<file path="config.mk">
export PLATFORM = sky130hd
export DESIGN_NAME = fgpb_shape
export DESIGN_NICKNAME = d
export VERILOG_FILES = /design/src/design/fgpb_pkg.sv /design/src/design/fgpb_shape.sv
export SDC_FILE = /design/constraint.sdc
export NUM_CORES = 1
export LEC_CHECK = 0
export ABC_AREA = 1
export BUFFER_PORTS_ARGS = -buffer_cell sky130_fd_sc_hd__buf_4
export CAP_MARGIN = 5
export CORE_MARGIN = 3
export CORE_UTILIZATION = 55
export CTS_BUF_LIST = sky130_fd_sc_hd__clkbuf_2
export DETAILED_ROUTE_END_ITERATION = 6
export PLACE_DENSITY_LB_ADDON = 0.05
export REMOVE_ABC_BUFFERS = 1
export SLEW_MARGIN = 20
export SYNTH_ARGS = -nofsm -noshare
export SYNTH_HDL_FRONTEND = slang
export SYNTH_SLANG_ARGS = --single-unit
</file>
<file path="constraint.sdc">
create_clock -name clk -period 6.5 [get_ports clk]
set_input_delay 0.325 -clock clk [delete_from_list [all_inputs] [get_ports clk]]
set_output_delay 0.325 -clock clk [all_outputs]
set_load 0.1 [all_outputs]
</file>
<file path="src/design/fgpb_pkg.sv">
// Shared constants, register codes and item types of the film grain pixel blend.
// No dependencies; every design file but fgpb_if imports this package.
package fgpb_pkg;

  localparam int DEF_MAX_WIDTH  = 4096;
  localparam int DEF_MAX_HEIGHT = 4096;

  localparam int CFG_INDEX_W = 3;
  localparam int CFG_DATA_W  = 18;

  localparam logic [31:0] HASH_MUL_X = 32'd374761393;
  localparam logic [31:0] HASH_MUL_Y = 32'd668265263;
  localparam logic [31:0] HASH_MUL_S = 32'd1274126177;

  localparam logic [16:0] ONE_Q16  = 17'd65536;
  localparam logic [16:0] HALF_Q16 = 17'd32768;

  localparam logic [13:0] LUMA_W_R = 14'd13933;
  localparam logic [15:0] LUMA_W_G = 16'd46871;
  localparam logic [12:0] LUMA_W_B = 13'd4732;

  localparam logic [14:0] MIX_W_HASH  = 15'd19661;
  localparam logic [15:0] MIX_W_GRAIN = 16'd45875;

  localparam logic [17:0] RST_INV_GRAIN_SIZE   = 18'd21845;
  localparam logic [16:0] RST_SHAPING_EXPONENT = 17'd26214;
  localparam logic [15:0] RST_GRAIN_SEED       = 16'd1234;
  localparam logic        RST_COLOR_MODE       = 1'b0;
  localparam logic [16:0] RST_GRAIN_INTENSITY  = 17'd19661;
  localparam logic [16:0] RST_MIX_AMOUNT       = 17'd65536;

  typedef enum logic [CFG_INDEX_W-1:0] {
    CFG_INV_GRAIN_SIZE   = 3'd0,
    CFG_SHAPING_EXPONENT = 3'd1,
    CFG_GRAIN_SEED       = 3'd2,
    CFG_COLOR_MODE       = 3'd3,
    CFG_GRAIN_INTENSITY  = 3'd4,
    CFG_MIX_AMOUNT       = 3'd5
  } cfg_index_t;

  typedef struct packed {
    logic [17:0] inv_grain_size;
    logic [16:0] shaping_exponent;
    logic [15:0] grain_seed;
    logic        color_mode;
    logic [16:0] grain_intensity;
    logic [16:0] mix_amount;
  } cfg_t;

  typedef struct packed {
    logic [15:0] alpha;
    logic [15:0] blue;
    logic [15:0] green;
    logic [15:0] red;
  } pix_t;

  typedef logic [2:0][15:0] hash3_t;

  typedef struct packed {
    logic        valid;
    logic [15:0] noise;
    hash3_t      hc;
    pix_t        pix;
  } noise_item_t;

  typedef struct packed {
    logic        valid;
    logic [16:0] grain;
    hash3_t      hc;
    pix_t        pix;
  } grain_item_t;

endpackage

</file>
<file path="src/design/fgpb_shape.sv">
// Four-stage signed power shaping of centered noise by Mitchell log2 and exp2.
// Depends on fgpb_pkg.
module fgpb_shape (
  input  logic                  clk,
  input  logic                  rst_n,
  input  logic                  en,
  input  fgpb_pkg::noise_item_t item_in,
  input  fgpb_pkg::cfg_t        cfg,
  output fgpb_pkg::grain_item_t item_out
);
  import fgpb_pkg::*;

  logic [3:0]       vld_r;
  pix_t [3:0]       pix_r;
  hash3_t [3:0]     hc_r;
  logic [16:0]      mag_nxt, mag_r;
  logic [4:0]       e_nxt, e_r;
  logic [2:0]       pos_r;
  logic [1:0]       zero_r;
  logic [16:0]      mm, mm_sh;
  logic [4:0]       lead;
  logic [20:0]      nl_nxt, nl_r;
  logic [37:0]      np;
  logic [5:0]       ip_r;
  logic [15:0]      fp_r;
  logic [17:0]      sh;
  logic [16:0]      grain_nxt, grain_r;

  always_comb begin
    if (item_in.noise[15]) begin
      mag_nxt = {item_in.noise, 1'b0} - ONE_Q16;
    end else begin
      mag_nxt = ONE_Q16 - {item_in.noise, 1'b0};
    end
    e_nxt = '0;
    for (int i = 1; i < 17; i++) begin
      if (mag_nxt[i]) e_nxt = 5'(i);
    end
  end

  always_comb begin
    mm     = mag_r - (17'd1 << e_r);
    lead   = 5'd16 - e_r;
    mm_sh  = mm << lead;
    nl_nxt = {lead, 16'd0} - {5'd0, mm_sh[15:0]};
    np     = {17'd0, nl_r} * {21'd0, cfg.shaping_exponent};
  end

  always_comb begin
    sh = '0;
    if (!zero_r[1] && ip_r < 6'd17) begin
      sh = (18'd131072 - {2'd0, fp_r}) >> (ip_r[4:0] + 5'd1);
    end
    if (pos_r[2]) begin
      grain_nxt = HALF_Q16 + sh[17:1];
    end else begin
      grain_nxt = HALF_Q16 - sh[17:1];
    end
    if (grain_nxt > ONE_Q16) grain_nxt = ONE_Q16;
  end

  always_ff @(posedge clk) begin
    if (en) begin
      pix_r   <= {pix_r[2:0], item_in.pix};
      hc_r    <= {hc_r[2:0], item_in.hc};
      pos_r   <= {pos_r[1:0], item_in.noise[15]};
      mag_r   <= mag_nxt;
      e_r     <= e_nxt;
      zero_r  <= {zero_r[0], (mag_r == '0)};
      nl_r    <= nl_nxt;
      ip_r    <= np[37:32];
      fp_r    <= np[31:16];
      grain_r <= grain_nxt;
    end
  end

  always_ff @(posedge clk) begin
    if (!rst_n) begin
      vld_r <= '0;
    end else if (en) begin
      vld_r <= {vld_r[2:0], item_in.valid};
    end
  end

  assign item_out = '{valid: vld_r[3], grain: grain_r, hc: hc_r[3], pix: pix_r[3]};

endmodule

</file>
==> results.toml <==
[cts]
cts_made_buffers = 136
cts_tree = "yes"
clk_path_buf_depth = 3
cts.htree.levels = 4
clk_pin_slew_worst_paths_ns = 0.13
clkSinkCount = 538
insertion_delay_ns = 1.23
clk_root_buffer_cell = "clkbuf_2"

[routing]
drt_iter0_drc = 1279
ant_nets = 0
avgRoutedWirePerCell_um = 16.7
routed_wl_mm = 75.8
drc = 0
vias_per_cell = 5.01
vias = 22700
dr.pass1.iters = 5

[setup_path]
slowest_delay_ns = 0.58
crit_fanout = 6
crit_arrival_ns = 7.25
critPathLaunchType = "register"
crit_top_cell = "nand2_1"
crit_type = "register to register"
cp.required_ns = 7.46
cp_slowest_cell = "fa_1"
critPathCaptureType = "register"

[die]
core_area_um2 = 59400
fp.dieH_um = 252
dieArea_um2 = 63300
std_cell_rows = 89
initial_core_util = 0.559
io_pins = 348
die_x_um = 252

[global_routing]
grt_usage = 0.244
antenna_found_initial = 5
grt_pass1_vias = 24100
grt_overflow = 0
grt_pass1_wl_mm = 121
grt_max_degree = 195

[sta]
slew_viol_final = 0
worst_pin_slew_ns = 1.07
fmax_mhz = 159
min_period_over_period = 0.968
relSlewSlack = 0.290
setup_violations = 0
hold_viol = 0
fin_worst_skew_ns = 0.129
fin_hold_ws_ns = 0.209
period_needed_ns = 6.29

[logic_synthesis]
yosys_warnings = 0
ys_seq_elements = 538
avgSynthCellArea_um2 = 10.7
syn_area_um2 = 33200
synth-edff-count = 534
ys_seq_area_frac = 0.486
yosysUniqueCellTypes = 49
synthCells = 3095
synthArstFlopShare = 0
synth_flop_cell = "edfxtp_1"

[cells_and_area]
final_cell_mix = "679 x nand2_1, 624 x inv_1, 534 x edfxtp_1"
nets = 4299
fin_util = 0.669
area_growth_pct = 19.8
layout_commonest_cell = "nand2_1"
layout-drive-gt1-share = 0.175

[run]
maxCapViolCount = 0

[min_path]
hp-class = "input pin to register"

[run_status]
outcome = "finished, final reports clean"

[placed_design]
port_buffers = 278
hpwlAfterDp_mm = 53.2
place_congestion = 0.889
-- logic make-up (layout without fill, tap and decap cells) --
| logic type | after synthesis | in the layout | synth area share |
|---|---|---|---|
| flip-flops | 538 | 538 | 0.486 |
| adder cells (fa/ha/maj) | 420 | 420 | 0.223 |
| AND/OR/NAND/NOR | 1067 | 1067 | 0.137 |
| AO/OA/AOI/OAI | 159 | 159 | 0.0275 |
| other | 0 | 6 | 0 |
| XOR/XNOR | 66 | 66 | 0.0179 |
| buffers and inverters | 845 | 1506 | 0.110 |
-- Yosys cell counts (18+ instances only) --
cell,count,area [µm²]
nand3_1,180,901
ha_1,137,1710
o21ai_0,46,230
inv_1,624,2340
xor2_1,44,385
clkbuf_1,82,308
nor3_1,18,90.1
xnor2_1,20,175
nor2_1,113,424
nand2_1,681,2560
a21oi_1,73,365
edfxtp_1,534,16000
buf_4,114,856
fa_1,283,5670
-- per-stage QoR --
stage          setup TNS [ns]  worst slack (ns)  cell area [µm²]  std cells
6_report                    0             0.211            39700       4535
3_3_place_gp                0            0.0968            35500       3995
3_5_place_dp          -0.0547           -0.0547            35500       3995
2_1_floorplan               0             0.642            31900       2884
5_1_grt               -0.0319           -0.0314            39700       4534
4_1_cts                     0            0.0493            39500       4504
-- routing by layer --
layer | vias to the layer above | part of all wire | track usage
li1 | 10900 | - | -
met1 | 11000 | 0.41 | 0.306
met2 | 756 | 0.48 | 0.404
met3 | 153 | 0.077 | 0.0725
met4 | 4 | 0.032 | 0.0948
met5 | - | 0.00042 | 0
-- worst max-delay path, delay by kind of cell (launching register included) --
family | cells | cell delay, ns
AND/OR/NAND/NOR | 8 | 0.60
buffers and inverters | 6 | 0.70
AO/OA/AOI/OAI | 4 | 0.61
adder cells (fa/ha/maj) | 7 | 3.48
XOR/XNOR | 1 | 0.15
flip-flops | 1 | 0.56
-- area by class of cell --
cell class	count	area, µm²
inverters	634	2380
repair buffers	639	5560
multi-input cells	1712	13500
flip-flops and latches	538	16100
clock buffers	187	936
fillers	4548	19600
diodes	6	15.0
clock inverters	46	287
well taps	773	967
-- registers in the layout, summed over array words and instances, names as in the netlist, 5 cells and up --
register	cells
pix_r	192
hc_r	144
item_out	112
nl_r	21
grain_r	17
fp_r	16
mag_r	16
ip_r	6
e_r	5
-- final timing paths --
kind | startpoint | to | slack, ns | cells past startpoint
setup / recovery | nl_r[4] | ip_r[1] | 0.21 | 26
hold / removal | en | hc_r[141] | 0.21 | 2
setup reg to reg | nl_r[4] | ip_r[1] | 0.21 | 26
hold reg to reg | pix_r[181] | item_out[53] | 0.29 | 0
-- repair_timing --
| action | in CTS | in global routing |
|---|---|---|
| hold buffers | 274 | 0 |
| endpoints found under the setup margin | 1 | 10 |
| pin swaps | 0 | 4 |
| endpoints found under the hold margin | 238 | 0 |
| gates resized for setup | 0 | 16 |
| setup buffers | 2 | 25 |
Power is not shown: default switching activity piles up to over one toggle a cycle in this logic, so the estimate is an artifact.
